===== config.mk =====
export PLATFORM = sky130hd
export DESIGN_NAME = antialiased_line_stepper_flat
export DESIGN_NICKNAME = d
export VERILOG_FILES = /design/src/hdl/aal_pkg.sv /design/src/hdl/aal_if.sv /design/src/hdl/aal_fifo.sv /design/src/hdl/aal_front.sv /design/src/hdl/aal_back.sv /design/src/hdl/antialiased_line_stepper.sv /design/src/flat_wrapper.sv
export SDC_FILE = /design/constraint.sdc
export NUM_CORES = 1
export LEC_CHECK = 0
export ABC_AREA = 1
export BUFFER_PORTS_ARGS = -buffer_cell sky130_fd_sc_hd__buf_2
export CORE_MARGIN = 5
export CORE_UTILIZATION = 62
export CTS_BUF_LIST = sky130_fd_sc_hd__clkbuf_16
export CTS_CLUSTER_DIAMETER = 80
export DETAILED_ROUTE_END_ITERATION = 6
export GPL_ROUTABILITY_DRIVEN = 0
export PLACE_DENSITY = 0.8
export SETUP_SLACK_MARGIN = 0.1
export SKIP_CTS_REPAIR_TIMING = 1
export SYNTH_ARGS = -nofsm -noshare
export SYNTH_HDL_FRONTEND = slang
export SYNTH_SLANG_ARGS = --single-unit

===== constraint.sdc =====
create_clock -name clk -period 5.5 [get_ports clk]
set_clock_uncertainty 0.05 [all_clocks]
set_input_delay 1.65 -clock clk [delete_from_list [all_inputs] [get_ports clk]]
set_output_delay 1.65 -clock clk [all_outputs]
set_load 0.02 [all_outputs]

===== src/hdl/aal_pkg.sv =====
// Types and constants of the anti-aliased line stepper.
package aal_pkg;

	localparam int GRAY_BITS = 8;
	localparam int MODE_BITS = 3;

	localparam logic OP_LOAD = 1'b0;
	localparam logic OP_STEP = 1'b1;

	typedef enum logic [MODE_BITS-1:0] {
		MODE_IDLE  = 3'd0,
		MODE_VERT  = 3'd1,
		MODE_SH_UP = 3'd2,
		MODE_ST_UP = 3'd3,
		MODE_SH_DN = 3'd4,
		MODE_ST_DN = 3'd5
	} mode_t;

	typedef enum logic {
		BK_RUN,
		BK_DIV
	} back_state_t;

	typedef struct packed {
		logic full;
		logic empty;
	} fifo_stat_t;

endpackage


===== src/hdl/aal_if.sv =====
// Request and result channel interfaces of the line stepper.
interface aal_item_if #(parameter int COORD_BITS = 12) ();
	logic                         valid;
	logic                         ready;
	logic                         op;
	logic signed [COORD_BITS-1:0] x_start;
	logic signed [COORD_BITS-1:0] y_start;
	logic signed [COORD_BITS-1:0] x_end;
	logic signed [COORD_BITS-1:0] y_end;

	modport source (output valid, op, x_start, y_start, x_end, y_end, input ready);
	modport sink (input valid, op, x_start, y_start, x_end, y_end, output ready);
endinterface

interface aal_result_if #(parameter int COORD_BITS = 12) ();
	logic                         valid;
	logic                         ready;
	logic                         pixel_valid;
	logic signed [COORD_BITS-1:0] main_x;
	logic signed [COORD_BITS-1:0] main_y;
	logic [7:0]                   main_gray;
	logic                         side_valid;
	logic signed [COORD_BITS-1:0] side_x;
	logic signed [COORD_BITS-1:0] side_y;
	logic [7:0]                   side_gray;
	logic                         line_done;

	modport source (output valid, pixel_valid, main_x, main_y, main_gray, side_valid,
		side_x, side_y, side_gray, line_done, input ready);
	modport sink (input valid, pixel_valid, main_x, main_y, main_gray, side_valid,
		side_x, side_y, side_gray, line_done, output ready);
endinterface


===== src/hdl/aal_fifo.sv =====
// Two-entry request queue between the classifier and the stepper.
module aal_fifo #(
	parameter int WIDTH = 65
) (
	input  logic                   clk,
	input  logic                   arst_n,
	input  logic                   push,
	input  logic [WIDTH-1:0]       wdata,
	input  logic                   pop,
	output logic [WIDTH-1:0]       rdata,
	output aal_pkg::fifo_stat_t    stat
);

	logic [WIDTH-1:0] slot_q [2];
	logic             wr_ptr_q;
	logic             rd_ptr_q;
	logic [1:0]       count_q;

	assign rdata      = slot_q[rd_ptr_q];
	assign stat.full  = (count_q == 2'd2);
	assign stat.empty = (count_q == 2'd0);

	always_ff @(posedge clk) begin
		if (push) begin
			slot_q[wr_ptr_q] <= wdata;
		end
	end

	always_ff @(posedge clk or negedge arst_n) begin
		if (!arst_n) begin
			wr_ptr_q <= 1'b0;
			rd_ptr_q <= 1'b0;
			count_q  <= 2'd0;
		end else begin
			if (push) begin
				wr_ptr_q <= ~wr_ptr_q;
			end
			if (pop) begin
				rd_ptr_q <= ~rd_ptr_q;
			end
			case ({push, pop})
				2'b10:   count_q <= count_q + 2'd1;
				2'b01:   count_q <= count_q - 2'd1;
				default: count_q <= count_q;
			endcase
		end
	end

endmodule


===== src/hdl/aal_front.sv =====
// Front end: takes requests, sorts a load into a drawing mode and orders its endpoints.
module aal_front #(
	parameter int COORD_BITS = 12
) (
	aal_item_if.sink                    items,
	input  aal_pkg::fifo_stat_t         stat,
	output logic                        push,
	output logic                        e_op,
	output aal_pkg::mode_t              e_mode,
	output logic                        e_done,
	output logic signed [COORD_BITS-1:0] e_cx,
	output logic signed [COORD_BITS-1:0] e_cy,
	output logic signed [COORD_BITS-1:0] e_mend,
	output logic [COORD_BITS-1:0]       e_num,
	output logic [COORD_BITS-1:0]       e_den
);

	localparam int DW = COORD_BITS + 1;

	logic [DW-1:0]         dx;
	logic [DW-1:0]         dy;
	logic [DW-1:0]         adx_full;
	logic [DW-1:0]         ady_full;
	logic [COORD_BITS-1:0] adx;
	logic [COORD_BITS-1:0] ady;
	logic                  dx_neg;
	logic                  dy_neg;
	logic                  dx_zero;
	logic                  dy_zero;
	logic                  dx_pos;
	logic                  dy_pos;
	logic                  shallow;
	logic                  swap;
	logic signed [COORD_BITS-1:0] x0s;
	logic signed [COORD_BITS-1:0] y0s;
	logic signed [COORD_BITS-1:0] x1s;
	logic signed [COORD_BITS-1:0] y1s;

	assign items.ready = !stat.full;
	assign push        = items.valid && !stat.full;
	assign e_op        = items.op;

	always_comb begin
		dx = {items.x_end[COORD_BITS-1], items.x_end}
			- {items.x_start[COORD_BITS-1], items.x_start};
		dy = {items.y_end[COORD_BITS-1], items.y_end}
			- {items.y_start[COORD_BITS-1], items.y_start};
		dx_neg   = dx[DW-1];
		dy_neg   = dy[DW-1];
		dx_zero  = (dx == '0);
		dy_zero  = (dy == '0);
		dx_pos   = !dx_neg && !dx_zero;
		dy_pos   = !dy_neg && !dy_zero;
		adx_full = dx_neg ? (~dx + DW'(1)) : dx;
		ady_full = dy_neg ? (~dy + DW'(1)) : dy;
		adx      = adx_full[COORD_BITS-1:0];
		ady      = ady_full[COORD_BITS-1:0];
		shallow  = (ady <= adx);

		if (dx_zero) begin
			e_mode = aal_pkg::MODE_VERT;
			swap   = dy_neg;
		end else if ((!dy_neg == dx_pos) || dy_zero) begin
			e_mode = shallow ? aal_pkg::MODE_SH_UP : aal_pkg::MODE_ST_UP;
			swap   = shallow ? dx_neg : dy_neg;
		end else begin
			e_mode = shallow ? aal_pkg::MODE_SH_DN : aal_pkg::MODE_ST_DN;
			swap   = shallow ? dx_neg : dy_pos;
		end

		x0s = swap ? items.x_end : items.x_start;
		y0s = swap ? items.y_end : items.y_start;
		x1s = swap ? items.x_start : items.x_end;
		y1s = swap ? items.y_start : items.y_end;

		e_cx   = x0s;
		e_cy   = y0s;
		e_done = dx_zero && dy_zero;
		// shallow lines step along x, all others along y
		if (e_mode == aal_pkg::MODE_SH_UP || e_mode == aal_pkg::MODE_SH_DN) begin
			e_mend = x1s;
			e_num  = ady;
			e_den  = adx;
		end else begin
			e_mend = y1s;
			e_num  = adx;
			e_den  = ady;
		end
	end

endmodule


===== src/hdl/aal_back.sv =====
// Back end: slope divider, per-pixel stepper and result register.
module aal_back #(
	parameter int COORD_BITS = 12,
	parameter int FRAC_BITS  = 16
) (
	input  logic                         clk,
	input  logic                         arst_n,
	input  aal_pkg::fifo_stat_t          stat,
	output logic                         pop,
	input  logic                         q_op,
	input  aal_pkg::mode_t               q_mode,
	input  logic                         q_done,
	input  logic signed [COORD_BITS-1:0] q_cx,
	input  logic signed [COORD_BITS-1:0] q_cy,
	input  logic signed [COORD_BITS-1:0] q_mend,
	input  logic [COORD_BITS-1:0]        q_num,
	input  logic [COORD_BITS-1:0]        q_den,
	aal_result_if.source                 results
);

	localparam int FW1 = FRAC_BITS + 1;
	localparam int CW  = $clog2(FRAC_BITS + 1);
	localparam int GB  = aal_pkg::GRAY_BITS;
	localparam logic [FRAC_BITS:0]  FX_ONE    = FW1'(1) << FRAC_BITS;
	localparam logic [COORD_BITS-1:0] COORD_ONE = COORD_BITS'(1);
	localparam logic [CW-1:0]       CNT_FIRST = CW'(FRAC_BITS);

	aal_pkg::back_state_t state_q, state_d;
	aal_pkg::mode_t       mode_q;

	logic [COORD_BITS-1:0] cur_x_q;
	logic [COORD_BITS-1:0] cur_y_q;
	logic [COORD_BITS-1:0] mend_q;
	logic [FRAC_BITS-1:0]  acc_q;
	logic [FRAC_BITS:0]    step_q;
	logic [COORD_BITS-1:0] rem_q;
	logic [COORD_BITS-1:0] den_q;
	logic [FRAC_BITS-1:0]  quo_q;
	logic [CW-1:0]         cnt_q;

	logic                  ov_q;
	logic                  pv_q;
	logic [COORD_BITS-1:0] mx_q;
	logic [COORD_BITS-1:0] my_q;
	logic [GB-1:0]         mg_q;
	logic                  sv_q;
	logic [COORD_BITS-1:0] sx_q;
	logic [COORD_BITS-1:0] sy_q;
	logic [GB-1:0]         sg_q;
	logic                  ld_q;

	logic                  can_emit;
	logic                  div_active;
	logic                  pop_step;
	logic                  pop_load;

	// divider
	logic                  div_first;
	logic [COORD_BITS:0]   trial;
	logic                  qbit;
	logic [COORD_BITS:0]   trial_sub;
	logic [COORD_BITS-1:0] rem_next;

	// stepper
	logic [FRAC_BITS+7:0]  acc_x255;
	logic [FRAC_BITS:0]    inv;
	logic [FRAC_BITS+8:0]  inv_x255;
	logic [FRAC_BITS:0]    acc_sum;
	logic                  carry;
	logic [COORD_BITS-1:0] x_inc;
	logic [COORD_BITS-1:0] y_inc;
	logic [COORD_BITS-1:0] y_dec;
	logic [COORD_BITS-1:0] nx;
	logic [COORD_BITS-1:0] ny;
	logic [FRAC_BITS-1:0]  nacc;
	logic [COORD_BITS-1:0] major_new;
	logic                  r_pv;
	logic [COORD_BITS-1:0] r_mx;
	logic [COORD_BITS-1:0] r_my;
	logic [GB-1:0]         r_mg;
	logic                  r_sv;
	logic [COORD_BITS-1:0] r_sx;
	logic [COORD_BITS-1:0] r_sy;
	logic [GB-1:0]         r_sg;
	logic                  r_done;

	assign can_emit = !ov_q || results.ready;

	// next state
	always_comb begin
		state_d = state_q;
		unique case (state_q)
			aal_pkg::BK_RUN: begin
				if (pop_load && q_mode != aal_pkg::MODE_VERT) begin
					state_d = aal_pkg::BK_DIV;
				end
			end
			aal_pkg::BK_DIV: begin
				if (cnt_q == '0) begin
					state_d = aal_pkg::BK_RUN;
				end
			end
			default: state_d = aal_pkg::BK_RUN;
		endcase
	end

	// state outputs
	always_comb begin
		pop        = 1'b0;
		div_active = 1'b0;
		unique case (state_q)
			aal_pkg::BK_RUN: pop        = !stat.empty && can_emit;
			aal_pkg::BK_DIV: div_active = 1'b1;
			default: begin
				pop        = 1'b0;
				div_active = 1'b0;
			end
		endcase
	end

	assign pop_step = pop && (q_op == aal_pkg::OP_STEP);
	assign pop_load = pop && (q_op == aal_pkg::OP_LOAD);

	// one quotient bit a cycle; the first bit compares without a shift
	always_comb begin
		div_first = (cnt_q == CNT_FIRST);
		trial     = div_first ? {1'b0, rem_q} : {rem_q, 1'b0};
		qbit      = (trial >= {1'b0, den_q});
		trial_sub = trial - {1'b0, den_q};
		rem_next  = qbit ? trial_sub[COORD_BITS-1:0] : trial[COORD_BITS-1:0];
	end

	always_comb begin
		acc_x255 = {acc_q, 8'd0} - {8'd0, acc_q};
		inv      = FX_ONE - {1'b0, acc_q};
		inv_x255 = {inv, 8'd0} - {8'd0, inv};
		acc_sum  = {1'b0, acc_q} + step_q;
		carry    = acc_sum[FRAC_BITS];
		x_inc    = cur_x_q + COORD_ONE;
		y_inc    = cur_y_q + COORD_ONE;
		y_dec    = cur_y_q - COORD_ONE;

		nx   = cur_x_q;
		ny   = cur_y_q;
		nacc = acc_q;
		r_pv = 1'b1;
		r_mx = cur_x_q;
		r_my = cur_y_q;
		r_mg = '0;
		r_sv = 1'b0;
		r_sx = '0;
		r_sy = '0;
		r_sg = '0;

		case (mode_q) inside
			aal_pkg::MODE_VERT: begin
				ny = y_inc;
			end
			aal_pkg::MODE_SH_UP, aal_pkg::MODE_ST_UP,
			aal_pkg::MODE_SH_DN, aal_pkg::MODE_ST_DN: begin
				r_sv = 1'b1;
				r_mg = acc_x255[FRAC_BITS+7:FRAC_BITS];
				r_sg = inv_x255[FRAC_BITS+7:FRAC_BITS];
				// drop the whole unit on carry
				nacc = acc_sum[FRAC_BITS-1:0];
				case (mode_q)
					aal_pkg::MODE_SH_UP: begin
						r_sx = cur_x_q;
						r_sy = y_inc;
						ny   = carry ? y_inc : cur_y_q;
						nx   = x_inc;
					end
					aal_pkg::MODE_SH_DN: begin
						r_sx = cur_x_q;
						r_sy = y_dec;
						ny   = carry ? y_dec : cur_y_q;
						nx   = x_inc;
					end
					aal_pkg::MODE_ST_UP: begin
						r_sx = x_inc;
						r_sy = cur_y_q;
						nx   = carry ? x_inc : cur_x_q;
						ny   = y_inc;
					end
					default: begin
						r_sx = x_inc;
						r_sy = cur_y_q;
						nx   = carry ? x_inc : cur_x_q;
						ny   = y_dec;
					end
				endcase
			end
			default: begin
				r_pv = 1'b0;
				r_mx = '0;
				r_my = '0;
			end
		endcase

		major_new = (mode_q == aal_pkg::MODE_SH_UP || mode_q == aal_pkg::MODE_SH_DN)
			? nx : ny;
		r_done = r_pv ? (major_new == mend_q) : 1'b1;
	end

	always_ff @(posedge clk or negedge arst_n) begin
		if (!arst_n) begin
			state_q <= aal_pkg::BK_RUN;
			mode_q  <= aal_pkg::MODE_IDLE;
			ov_q    <= 1'b0;
			cnt_q   <= '0;
		end else begin
			state_q <= state_d;
			if (pop_load) begin
				mode_q <= q_done ? aal_pkg::MODE_IDLE : q_mode;
				cnt_q  <= CNT_FIRST;
			end else if (pop_step && r_done) begin
				mode_q <= aal_pkg::MODE_IDLE;
			end
			if (div_active) begin
				cnt_q <= cnt_q - CW'(1);
			end
			if (pop) begin
				ov_q <= 1'b1;
			end else if (results.ready) begin
				ov_q <= 1'b0;
			end
		end
	end

	always_ff @(posedge clk) begin
		if (pop_load) begin
			cur_x_q <= q_cx;
			cur_y_q <= q_cy;
			mend_q  <= q_mend;
			acc_q   <= '0;
			step_q  <= '0;
			rem_q   <= q_num;
			den_q   <= q_den;
			pv_q    <= 1'b0;
			mx_q    <= '0;
			my_q    <= '0;
			mg_q    <= '0;
			sv_q    <= 1'b0;
			sx_q    <= '0;
			sy_q    <= '0;
			sg_q    <= '0;
			ld_q    <= q_done;
		end else if (pop_step) begin
			cur_x_q <= nx;
			cur_y_q <= ny;
			acc_q   <= nacc;
			pv_q    <= r_pv;
			mx_q    <= r_mx;
			my_q    <= r_my;
			mg_q    <= r_mg;
			sv_q    <= r_sv;
			sx_q    <= r_sx;
			sy_q    <= r_sy;
			sg_q    <= r_sg;
			ld_q    <= r_done;
		end
		if (div_active) begin
			rem_q <= rem_next;
			if (cnt_q == '0) begin
				step_q <= {quo_q, qbit};
			end else begin
				quo_q <= {quo_q[FRAC_BITS-2:0], qbit};
			end
		end
	end

	assign results.valid       = ov_q;
	assign results.pixel_valid = pv_q;
	assign results.main_x      = mx_q;
	assign results.main_y      = my_q;
	assign results.main_gray   = mg_q;
	assign results.side_valid  = sv_q;
	assign results.side_x      = sx_q;
	assign results.side_y      = sy_q;
	assign results.side_gray   = sg_q;
	assign results.line_done   = ld_q;

endmodule


===== src/hdl/antialiased_line_stepper.sv =====
// Top level of the anti-aliased line stepper.
//
// Requests arrive on items: op = 0 loads a line from its two endpoints,
// op = 1 asks for the next pixel pair. Every request gives exactly one
// result on results, in request order.
// A step result carries the main pixel and, except on vertical lines,
// the side pixel one unit off on the minor axis with the complementary
// gray; line_done marks the last pixel of the line.
// A request passes through the queue and then the result register on its
// way to results. Step requests sustain one per cycle while results is
// ready. A load of a non-vertical line holds the stepper while the slope
// divider produces one quotient bit per cycle; requests keep queuing in
// the two-entry queue. The load result itself leaves as soon as the load
// is taken. When results stalls, the result register holds, the queue
// fills and items.ready drops after two more requests.
// Reset empties the queue, clears results.valid and leaves no line loaded;
// a step with no line gives a result with only line_done set.
module antialiased_line_stepper #(
	parameter int COORD_BITS = 12,
	parameter int FRAC_BITS  = 16
) (
	input  logic          clk,
	input  logic          arst_n,
	aal_item_if.sink      items,
	aal_result_if.source  results
);

	localparam int ENTRY_W = 5 * COORD_BITS + 2 + aal_pkg::MODE_BITS;

	aal_pkg::fifo_stat_t          stat;
	logic                         push;
	logic                         pop;
	logic [ENTRY_W-1:0]           wdata;
	logic [ENTRY_W-1:0]           rdata;

	logic                         e_op;
	aal_pkg::mode_t               e_mode;
	logic                         e_done;
	logic signed [COORD_BITS-1:0] e_cx;
	logic signed [COORD_BITS-1:0] e_cy;
	logic signed [COORD_BITS-1:0] e_mend;
	logic [COORD_BITS-1:0]        e_num;
	logic [COORD_BITS-1:0]        e_den;

	logic                         q_op;
	logic [aal_pkg::MODE_BITS-1:0] q_mode_bits;
	logic                         q_done;
	logic signed [COORD_BITS-1:0] q_cx;
	logic signed [COORD_BITS-1:0] q_cy;
	logic signed [COORD_BITS-1:0] q_mend;
	logic [COORD_BITS-1:0]        q_num;
	logic [COORD_BITS-1:0]        q_den;

	aal_front #(
		.COORD_BITS(COORD_BITS)
	) u_front (
		.items (items),
		.stat  (stat),
		.push  (push),
		.e_op  (e_op),
		.e_mode(e_mode),
		.e_done(e_done),
		.e_cx  (e_cx),
		.e_cy  (e_cy),
		.e_mend(e_mend),
		.e_num (e_num),
		.e_den (e_den)
	);

	assign wdata = {e_op, e_mode, e_done, e_cx, e_cy, e_mend, e_num, e_den};

	aal_fifo #(
		.WIDTH(ENTRY_W)
	) u_fifo (
		.clk   (clk),
		.arst_n(arst_n),
		.push  (push),
		.wdata (wdata),
		.pop   (pop),
		.rdata (rdata),
		.stat  (stat)
	);

	assign {q_op, q_mode_bits, q_done, q_cx, q_cy, q_mend, q_num, q_den} = rdata;

	aal_back #(
		.COORD_BITS(COORD_BITS),
		.FRAC_BITS (FRAC_BITS)
	) u_back (
		.clk    (clk),
		.arst_n (arst_n),
		.stat   (stat),
		.pop    (pop),
		.q_op   (q_op),
		.q_mode (aal_pkg::mode_t'(q_mode_bits)),
		.q_done (q_done),
		.q_cx   (q_cx),
		.q_cy   (q_cy),
		.q_mend (q_mend),
		.q_num  (q_num),
		.q_den  (q_den),
		.results(results)
	);

endmodule


===== src/flat_wrapper.sv =====
// flat-port wrapper written by rule: the top's interface ports become plain ports
module antialiased_line_stepper_flat 
#(
	parameter int COORD_BITS = 12,
	parameter int FRAC_BITS  = 16
)
  (clk, arst_n, items_valid, items_op, items_x_start, items_y_start, items_x_end, items_y_end, items_ready, results_valid, results_pixel_valid, results_main_x, results_main_y, results_main_gray, results_side_valid, results_side_x, results_side_y, results_side_gray, results_line_done, results_ready);
  aal_item_if #(.COORD_BITS(COORD_BITS)) items_i ();
  aal_result_if #(.COORD_BITS(COORD_BITS)) results_i ();
  input  logic clk;
  input  logic arst_n;
  input wire logic [$bits(items_i.valid)-1:0] items_valid;
  input wire logic [$bits(items_i.op)-1:0] items_op;
  input wire logic [$bits(items_i.x_start)-1:0] items_x_start;
  input wire logic [$bits(items_i.y_start)-1:0] items_y_start;
  input wire logic [$bits(items_i.x_end)-1:0] items_x_end;
  input wire logic [$bits(items_i.y_end)-1:0] items_y_end;
  output wire logic [$bits(items_i.ready)-1:0] items_ready;
  output wire logic [$bits(results_i.valid)-1:0] results_valid;
  output wire logic [$bits(results_i.pixel_valid)-1:0] results_pixel_valid;
  output wire logic [$bits(results_i.main_x)-1:0] results_main_x;
  output wire logic [$bits(results_i.main_y)-1:0] results_main_y;
  output wire logic [$bits(results_i.main_gray)-1:0] results_main_gray;
  output wire logic [$bits(results_i.side_valid)-1:0] results_side_valid;
  output wire logic [$bits(results_i.side_x)-1:0] results_side_x;
  output wire logic [$bits(results_i.side_y)-1:0] results_side_y;
  output wire logic [$bits(results_i.side_gray)-1:0] results_side_gray;
  output wire logic [$bits(results_i.line_done)-1:0] results_line_done;
  input wire logic [$bits(results_i.ready)-1:0] results_ready;
  assign items_i.valid = items_valid;
  assign items_i.op = items_op;
  assign items_i.x_start = items_x_start;
  assign items_i.y_start = items_y_start;
  assign items_i.x_end = items_x_end;
  assign items_i.y_end = items_y_end;
  assign items_ready = items_i.ready;
  assign results_valid = results_i.valid;
  assign results_pixel_valid = results_i.pixel_valid;
  assign results_main_x = results_i.main_x;
  assign results_main_y = results_i.main_y;
  assign results_main_gray = results_i.main_gray;
  assign results_side_valid = results_i.side_valid;
  assign results_side_x = results_i.side_x;
  assign results_side_y = results_i.side_y;
  assign results_side_gray = results_i.side_gray;
  assign results_line_done = results_i.line_done;
  assign results_i.ready = results_ready;
  antialiased_line_stepper #(.COORD_BITS(COORD_BITS), .FRAC_BITS(FRAC_BITS)) u_core (.clk(clk), .arst_n(arst_n), .items(items_i), .results(results_i));
endmodule

==> summary.txt, run 1 <==
Run status
  – Status: complete, but fails checks
  – Failing checks: setup timing

GRT
  – Largest net degree at the start of global routing: 68
  – Initial antenna violation count: 1
  – Vias in the first global route: between 15,000 and 20,000
  – GR Overflow Total: 0
  – GRT Util Overall: between 20% and 30%
  – First-pass GRT wire length: between 70,000 and 80,000 µm

Cells and area
  – Share of cells above drive strength 1: a little under a fifth
  – Synth-to-layout area growth: 20.3%
  – Multi-input gate area: between 0.009 and 0.01 mm²
  – Layout Cells excl Fill: about 3,000
  – Register Area: about 0.0085 mm²
  – # fillers: ~2,000
  – Final nets: 2,712

Placement
  – Post-placement cell count: a little under 3,000
  – Port Buffers: roughly 120
  – Post-DP HPWL: between 30,000 and 40,000 µm

Synth
  – Synth cell types: 60
  – Most frequent cell after synthesis: nand2_1
  – Top_reg_cell synth: edfxtp_1
  – Post-Syn Area: 0.0187 mm²
  – Yosys top cell area share: between 30% and 40%
  – EDFF count, synth: 207
  – Syn nets: approximately 2,500
  – Synthesis-stage register bit count: 320
  – Yosys top cell by area: edfxtp_1
  – Sequential share of the synthesized area: a little under half
  – Synth Instances: roughly 2,300
  – Synth async-reset ratio: about 4.4%
  – Yosys warnings: 0
  – Top post-synthesis cells by count: 682 x nand2_1, 237 x inv_1, 229 x o21ai_0, 207 x edfxtp_1, 139 x nor2_1
  – Syn_area_per_cell: roughly 8.0 µm²
  – Synth area leaders: edfxtp_1 33%, nand2_1 14%, dfxtp_1 11%

Run
  – Max capacitance violation total: 0

Worst setup path
  – WP data arrival: roughly 5.9 ns
  – Startpoint Class: primary input
  – Crit-path most repeated cell: nand2_2
  – Kind of critical path: primary input to register
  – R2r endpoint: u_core.u_back.rem_q[6]
  – CP Launch Point: items_x_end[0]
  – Reg2Reg Depth: 25
  – R2R Path Start: u_core.u_back.cnt_q[0]
  – Critical path capture point type: register
  – CP required: between 5 and 6 ns
  – Max stage delay on crit path: between 0.3 and 0.4 ns
  – Worst path slowest cell: fa_2
  – Crit-path max FO: 7
  – Worst reg2reg setup slack: between 0.9 and 1 ns

Clock network
  – Clk buf depth: 3
  – H-Tree Level Count: 2
  – Clk pin slew, worst setup/hold paths: about 0.06 ns
  – CTS root buf: clkbuf_16
  – TritonCTS clock tree: built
  – Clock Latency Late Sink: slightly above 0.5 ns
  – Total CTS buffers: 34
  – CTS Sinks: 320

Power and ir drop
  – Power Total: approximately 14,000 µW
  – PD cells: between 600 and 700 mW/mm²
  – Max IR drop VDD: 0.281 mV
  – Leak: 0.0105 µW

Detailed routing
  – Pre-antenna DRT Iters: 6
  – Via count: around 17,000
  – Drt total wl: a little over 50,000 µm
  – Post-DRT Antenna Nets: 0
  – Residual DRC: 0
  – Drt via density: between 5 and 6
  – Initial drt markers: 1,837
  – Wire per inst: 17.1 µm

Floorplan
  – Top-level port count: 122
  – Starting Density: 63.0%
  – Core box area: roughly 0.030 mm²
  – Die area: 0.0338 mm²
  – Die extent in y: approximately 180 µm
  – Row Count: 63
  – Die Width: 184 µm

STA
  – Peak Freq: roughly 0.18 GHz
  – Tmin final: roughly 5.7 ns
  – Worst-Margin Slew: 0.957 ns
  – Setup Viol. Count Final: 64
  – Hold slack final: around 0.40 ns
  – Setup tns final: -3.34 ns
  – RSZ-0062 raised after global routing: true
  – Final hold violation count: 0
  – Slew Viols, Final: 0
  – PnR worst setup slack: -0.152 ns
  – Slew headroom: 36.1%
  – Period Utilization, post-route: 103%

Min path
  – Hold EP: u_core.u_back.quo_q[5]
  – HP Start: u_core.u_back.quo_q[4]
  – Hold depth: 0
  – Tightest Hold Check Type: register to register
## worst max path at each step
| stage | endpoint | slack, ns | cells past startpoint |
|---|---|---|---|
| 3_3_place_gp | u_core.u_fifo.slot_q[1][12] | -0.46 | 25 |
| 4_1_cts | u_core.u_fifo.slot_q[0][30] | -0.08 | 29 |
| 5_1_grt | u_core.u_fifo.slot_q[0][33] | -0.40 | 32 |
| 2_1_floorplan | u_core.u_fifo.slot_q[0][36] | -0.05 | 29 |
| 3_5_place_dp | u_core.u_fifo.slot_q[0][30] | -0.61 | 29 |
| 6_report | u_core.u_fifo.slot_q[0][33] | -0.15 | 32 |
## registers in the layout, summed over array words and instances, names as in the netlist, 2 cells and up
signal	cells
u_core.u_back.cur_y_q	12
u_core.u_fifo.count_q	2
u_core.u_back.cnt_q	5
u_core.u_back.results.main_y	12
u_core.u_back.cur_x_q	12
u_core.u_back.rem_q	12
u_core.u_back.mode_q	3
u_core.u_back.step_q	17
u_core.u_back.results.side_gray	8
u_core.u_back.quo_q	16
u_core.u_back.results.side_x	12
u_core.u_back.results.main_gray	8
u_core.u_back.den_q	12
u_core.u_back.results.side_y	12
u_core.u_back.mend_q	12
u_core.u_fifo.slot_q	130
u_core.u_back.acc_q	16
u_core.u_back.results.main_x	12
## cell type report
type	instances	area share, %
sequential	320	38.0
multi-input combinational	1684	41.7
tap	390	2.17
clock inverter	25	0.862
antenna	1	0.0111
clock buffer	36	4.00
inverter	245	4.23
timing repair buffer	281	9.00
## power by group
| part | switching, µW | internal (µW) |
|---|---|---|
| clock network | 938 | 1290 |
| registers | 597 | 3870 |
| logic | 4810 | 2550 |
| total | 6350 | 7710 |
## critical path, delay by kind of cell
kind | cells | cell delay, ns
AOI/OAI and AO/OA | 8 | 0.97
adders and majority gates | 3 | 0.84
buffers and inverters | 7 | 0.80
xor gates and xnor gates | 1 | 0.28
and+or+nand+nor | 13 | 1.31
## layout by cell type (no fill, tap or decap), drive strengths merged, types with 7 or more instances in the layout
cell,instances
nand2,691
buf,274
inv,251
o21ai,241
edfxtp,207
nor2,144
a21oi,137
nand3,128
dfxtp,99
ha,89
xor2,72
clkbuf,43
a31oi,26
xnor2,25
nor3,22
clkinv,16
dfrtp,14
nand4,13
o22ai,13
o211ai,11
or2,10
nand3b,8
a22oi,8
a32o,7
## per-layer routing
metal  GRT usage [%]  vias to the layer above  wire length (µm)  part of all wire (%)
met5               0                        -                 0                     0
met4            9.44                        0              1640                   3.2
met3            4.23                      149              4820                   9.4
met2            45.8                      969             23600                    46
met1            37.7                     7943             21100                    41
li1                -                     8285                 -                     -
## logic make-up (layout without fill, tap and decap cells)
family,Yosys count,after routing,share of synthesized area [%]
AND/OR/NAND/NOR,1027,1028,22.8
AO/OA/AOI/OAI,464,464,13.6
buffers and inverters,327,587,6.91
other,0,1,0
multiplexers,2,2,0.107
flip-flops,320,320,45.7
adder cells (fa/ha/maj),93,93,6.38
XOR/XNOR,97,97,4.54
## through the flow
stage	instance area (µm²)	setup WS (ns)	util [%]
2_1_floorplan	18800	-0.0517	-
3_3_place_gp	20600	-0.461	69.4
3_5_place_dp	20600	-0.606	69.4
4_1_cts	21700	-0.0830	73.1
5_1_grt	22500	-0.403	75.7
6_report	22500	-0.152	75.7
Note: power is estimated with default switching activity, not from simulation.
==> run 2, diff against run 1 <==
==> constraint.sdc (replaced) <==
create_clock -name clk -period 5.5 [get_ports clk]
set_clock_uncertainty 0.05 [all_clocks]
set_input_delay 0.825 -clock clk [delete_from_list [all_inputs] [get_ports clk]]
set_output_delay 0.825 -clock clk [all_outputs]
set_load 0.02 [all_outputs]
==> run 2 against run 1 <==
The run ends with DRC left. First-iteration DRC count is 2.1% lower. Combinational power is 8.8% lower. Critical path type unchanged. Utilization is 5.7 points lower. Global-route usage is 0.11 points higher. Critical endpoint is now u_core.u_fifo.slot_q[0][55]. Final cell count is 4.4% lower. Die area stayed put.
==> summary.txt, run 2 (synthesis results as in run 1) <==
Cells and area
  – Most frequent cells in the layout: 681 x nand2_1, 243 x inv_1, 226 x o21ai_0, 207 x edfxtp_1
  – Final nets: roughly 2,600
  – Multi-input gate area: approximately 0.009 mm²
  – Most common cell after layout, fill and taps aside: nand2_1
  – Synth-to-layout area growth: 11.2%
  – Biggest regs: u_core.u_fifo.slot_q: 130 flops, u_core.u_back.step_q: 17 flops
  – Share of cells above drive strength 1: 10.1%
  – Antenna Cells: 0
  – Largest Register: u_core.u_fifo.slot_q
  – Register Area: roughly 0.0085 mm²
  – Layout Cells excl Fill: around 2,900
  – # fillers: approximately 2,300
  – Design Area, Final: between 0.02 and 0.025 mm²
  – Max reg flops: 130

STA
  – Setup tns final: 0 ns
  – Worst-Margin Slew: 1.19 ns
  – Slew Viols, Final: 0
  – RSZ-0062 raised after global routing: false
  – Hold slack final: between 0.15 and 0.2 ns
  – Period Utilization, post-route: 93.1%
  – Tmin final: 5.12 ns
  – Peak Freq: between 0.15 and 0.2 GHz
  – Slew headroom: ~20%
  – Setup Viol. Count Final: 0
  – Final hold violation count: 0

Worst setup path
  – CP required: 5.70 ns
  – Critical path capture point type: register
  – Kind of critical path: primary input to register
  – Crit-path max FO: 46
  – Max stage delay on crit path: 0.44 ns
  – WP data arrival: around 5.3 ns
  – Worst path slowest cell: o21ai_0
  – Startpoint Class: primary input

Clock network
  – Clk pin slew, worst setup/hold paths: about 0.06 ns
  – TritonCTS clock tree: built
  – CTS Sinks: 320
  – CTS root buf: clkbuf_16
  – Total CTS buffers: 35
  – Clock Latency Late Sink: 0.52 ns
  – Clk buf depth: 3
  – H-Tree Level Count: 2

Floorplan
  – Die extent in y: approximately 180 µm
  – Core box area: 0.0297 mm²
  – Top-level port count: ~120
  – Die Width: 184 µm
  – Die area: about 0.034 mm²
  – Row Count: 63
  – Starting Density: a little over three fifths

Power and ir drop
  – Power Total: 13,400 µW
  – Leak: roughly 0.0096 µW
  – Max IR drop VDD: ~0.27 mV
  – PD cells: 646 mW/mm²

Min path
  – Tightest Hold Check Type: primary input to asynchronous set/reset pin

Run status
  – Failing checks: DRC
  – Status: complete, but fails checks

Detailed routing
  – Pre-antenna DRT Iters: 7
  – Post-DRT Antenna Nets: 0
  – Residual DRC: 7
  – Drt total wl: ~48,000 µm
  – Wire per inst: 16.9 µm
  – Via count: 16,500
  – Drt via density: 5.77
  – Initial drt markers: 1,798

Placement
  – Post-placement cell count: ~2,800
  – Port Buffers: 121
  – Post-DP HPWL: 35,300 µm
  – Placed instance area: about 0.020 mm²

GRT
  – First-pass GRT wire length: 77,000 µm
  – GRT Util Overall: between 20 and 30%
  – Initial antenna violation count: 0
  – GR Overflow Total: 0
  – Largest net degree at the start of global routing: 70
  – Vias in the first global route: 15,400

Run
  – Max capacitance violation total: 0
==> run 2: cell types whose count changed in the layout (fill, tap and decap cells not counted), sizes merged <==
cell / before / now
diode: 1 / 0
nand2: 691 / 690
clkbuf: 43 / 36
clkinv: 16 / 13
inv: 251 / 255
clkinvlp: 1 / 3
buf: 274 / 148
==> run 2: metrics by stage <==
stage | utilization (%) | worst slack, ns
floorplan | - | 0.621
global placement | 66.2 | 0.0598
detailed placement | 66.2 | -0.116
CTS | 69.9 | 0.416
global route | 70.0 | 0.131
finish | 70.0 | 0.378
==> run 2: cell type report <==
type                            instances  area share [%]
Inverter                              245            4.47
Tap cell                              390            2.35
Sequential cell                       320            41.1
Clock buffer                           36            4.33
Timing Repair Buffer                  148            3.96
Clock inverter                         28            1.03
Multi-Input combinational cell       1683            42.8
==> run 2: report_power, final <==
group | leakage (µW) | switching [µW] | internal (µW)
clock | 0.000564 | 953 | 1300
sequential | 0.00293 | 599 | 3870
combinational | 0.00614 | 4570 | 2150
total | 0.00963 | 6120 | 7320
==> run 2: worst paths after layout <==
check	start	endpoint	slack [ns]	cells after the start
max	items_y_end[0]	u_core.u_fifo.slot_q[0][55]	0.38	27
min	arst_n	u_core.u_back.cnt_q[2]	0.17	1
max reg2reg	u_core.u_back.cnt_q[1]	u_core.u_back.rem_q[10]	0.99	25
min reg2reg	u_core.u_back.results.side_gray[3]	u_core.u_back.results.side_gray[3]	0.40	2
max in group asynchronous	arst_n	u_core.u_fifo.rd_ptr_q	4.94	1
min in group clk	u_core.u_back.results.side_gray[3]	u_core.u_back.results.side_gray[3]	0.40	2
==> run 2: routing by layer <==
metal | GRT usage, % | part of all wire, % | vias up
li1 | - | - | 8012
met1 | 39.0 | 42 | 7479
met2 | 44.0 | 44 | 828
met3 | 4.85 | 10 | 132
met4 | 9.97 | 3.6 | 0
met5 | 0 | 0 | -
==> run 2: worst max-delay path, delay by kind of cell <==
| family | cells | cell delay [ns] |
|---|---|---|
| AOI/OAI and AO/OA | 8 | 1.54 |
| and+or+nand+nor | 9 | 1.16 |
| adders and majority gates | 3 | 0.93 |
| buffers and inverters | 6 | 0.59 |
| xor gates and xnor gates | 1 | 0.28 |
==> run 3, diff against run 2 <==
--- a/config.mk
+++ b/config.mk
@@ -6,16 +6,17 @@
 export NUM_CORES = 1
 export LEC_CHECK = 0
 export ABC_AREA = 1
-export BUFFER_PORTS_ARGS = -buffer_cell sky130_fd_sc_hd__buf_2
+export BUFFER_PORTS_ARGS = -buffer_cell sky130_fd_sc_hd__buf_4
 export CORE_MARGIN = 5
-export CORE_UTILIZATION = 62
+export CORE_UTILIZATION = 55
 export CTS_BUF_LIST = sky130_fd_sc_hd__clkbuf_16
 export CTS_CLUSTER_DIAMETER = 80
 export DETAILED_ROUTE_END_ITERATION = 6
 export GPL_ROUTABILITY_DRIVEN = 0
-export PLACE_DENSITY = 0.8
+export PLACE_DENSITY = 0.72
 export SETUP_SLACK_MARGIN = 0.1
 export SKIP_CTS_REPAIR_TIMING = 1
 export SYNTH_ARGS = -nofsm -noshare
 export SYNTH_HDL_FRONTEND = slang
 export SYNTH_SLANG_ARGS = --single-unit
+export TNS_END_PERCENT = 50
==> run 3 against run 2 <==
The run now ends clean. Maximum frequency up 0.11%. Global-route usage down 3.0 points. Sequential share of layout area is 0.99 points lower. Worst setup slack improved by 0.0054 ns. First-iteration DRC count shrank 12%. Design area up 2.5%. Die area rose by 12%. Clock power increased by 8.9%. Sequential power barely moved. Non-clock buffer count increased by 3. Largest power group unchanged. Highest routed layer unchanged.
==> summary.txt, run 3 (synthesis results as in run 1) <==
Detailed routing
  – Wire per inst: roughly 16 µm
  – Drt via density: between 5 and 6
  – Drt total wl: ~48,000 µm
  – Residual DRC: 0
  – Initial drt markers: 1,582
  – Via count: 16,200
  – Pre-antenna DRT Iters: 5
  – Post-DRT Antenna Nets: 0

Placement
  – Dpl ws: -0.0912 ns
  – Port Buffers: 121
  – Post-DP HPWL: between 30,000 and 40,000 µm

Worst setup path
  – Crit-path most repeated cell: inv_1
  – Worst path slowest cell: o21ai_0
  – Crit-path max FO: 53
  – Kind of critical path: primary input to register
  – Worst reg2reg setup slack: between 1 and 1.5 ns
  – CP required: around 5.7 ns
  – R2R Path Start: u_core.u_back.cnt_q[1]
  – CP Launch Point: items_x_end[0]
  – Startpoint Class: primary input
  – WP data arrival: roughly 5.3 ns
  – Critical path capture point type: register
  – Max stage delay on crit path: between 0.4 and 0.5 ns

Cells and area
  – Largest Register: u_core.u_fifo.slot_q
  – Util after Layout: roughly 64%
  – Most frequent cells in the layout: 681 x nand2_1, 243 x inv_1, 228 x o21ai_0, 207 x edfxtp_1, 150 x buf_4
  – Max reg flops: 130
  – Most common cell after layout, fill and taps aside: nand2_1
  – Biggest regs: u_core.u_fifo.slot_q: 130 flops, u_core.u_back.step_q: 17 flops
  – Synth-to-layout area growth: 13.9%
  – Final nets: between 2,000 and 3,000
  – Share of cells above drive strength 1: 10.4%
  – # fillers: around 2,900

Power and ir drop
  – Max IR drop VDD: 0.309 mV
  – PD cells: roughly 640 mW/mm²
  – Leak: roughly 0.0097 µW
  – Power Total: 13,700 µW

Floorplan
  – Die area: between 0.03 and 0.04 mm²
  – Starting Density: 55.8%
  – Core box area: around 0.034 mm²
  – Die extent in y: 194 µm
  – Die Width: about 190 µm
  – Top-level port count: between 100 and 150
  – Row Count: 67

GRT
  – GRT Util Overall: approximately 25%
  – Largest net degree at the start of global routing: 72
  – Vias in the first global route: between 15,000 and 20,000
  – Initial antenna violation count: 1
  – First-pass GRT wire length: 78,400 µm
  – GR Overflow Total: 0

Clock network
  – Clock Latency Late Sink: ~0.52 ns
  – Total CTS buffers: 36
  – Clk buf depth: 3
  – CTS Sinks: 320
  – TritonCTS clock tree: built
  – Clk pin slew, worst setup/hold paths: roughly 0.06 ns
  – CTS root buf: clkbuf_16
  – H-Tree Level Count: 2

STA
  – Tmin final: slightly above 5 ns
  – Slew headroom: 28.2%
  – Final hold violation count: 0
  – Setup tns final: 0 ns
  – Peak Freq: roughly 0.20 GHz
  – RSZ-0062 raised after global routing: false
  – Period Utilization, post-route: approximately 93%
  – Hold slack final: roughly 0.11 ns
  – PnR worst setup slack: about 0.38 ns
  – Slew Viols, Final: 0
  – Setup Viol. Count Final: 0
  – Worst-Margin Slew: between 1 and 1.5 ns

Min path
  – Tightest Hold Check Type: primary input to asynchronous set/reset pin

Run status
  – Status: complete, no violations

Run
  – Max capacitance violation total: 0
## run 3: layout make-up
cell class | instances | area [µm²] | area share [%]
multi-input combinational | 1683 | 8890 | 41.7
sequential | 320 | 8550 | 40.1
timing repair buffer | 151 | 1150 | 5.38
clock buffer | 38 | 951 | 4.46
inverter | 245 | 930 | 4.36
tap | 448 | 561 | 2.63
clock inverter | 28 | 284 | 1.33
antenna | 1 | 2.50 | 0.0117
## run 3: path summary, 6_finish.rpt
| path | endpoint | cells after the start |
|---|---|---|
| setup / recovery | u_core.u_fifo.slot_q[0][37] | 30 |
| hold / removal | u_core.u_back.cnt_q[1] | 1 |
| setup reg to reg | u_core.u_back.rem_q[1] | 23 |
| hold reg to reg | u_core.u_back.results.side_gray[3] | 2 |
| max in group asynchronous | u_core.u_fifo.rd_ptr_q | 1 |
| min in group clk | u_core.u_back.results.side_gray[3] | 2 |
## run 3: worst max-delay path, delay by kind of cell
family / cells / cell delay, ns
AO/OA/AOI/OAI: 7 / 1.38
buffers and inverters: 8 / 0.69
XOR/XNOR: 2 / 0.39
adder cells (fa/ha/maj): 3 / 0.98
AND/OR/NAND/NOR: 10 / 1.02
## run 3: report_power, final
part / internal, µW / switching (µW)
Sequential: 3870 / 580
Combinational: 2270 / 4530
Clock: 1490 / 960
## run 3: per-stage QoR
step / std cells / cell area [µm²]
CTS: 2913 / 21300
detailed placement: 2847 / 20100
floorplan: 2330 / 18700
global route: 2914 / 21300
finish: 2914 / 21300
global placement: 2847 / 20100
## run 3: layer usage
layer | routed length [µm] | vias up | track usage [%]
li1 | - | 8019 | -
met1 | 21200 | 7431 | 35.1
met2 | 21100 | 674 | 38.9
met3 | 3780 | 123 | 4.09
met4 | 1650 | 0 | 8.59
met5 | 0 | - | 0
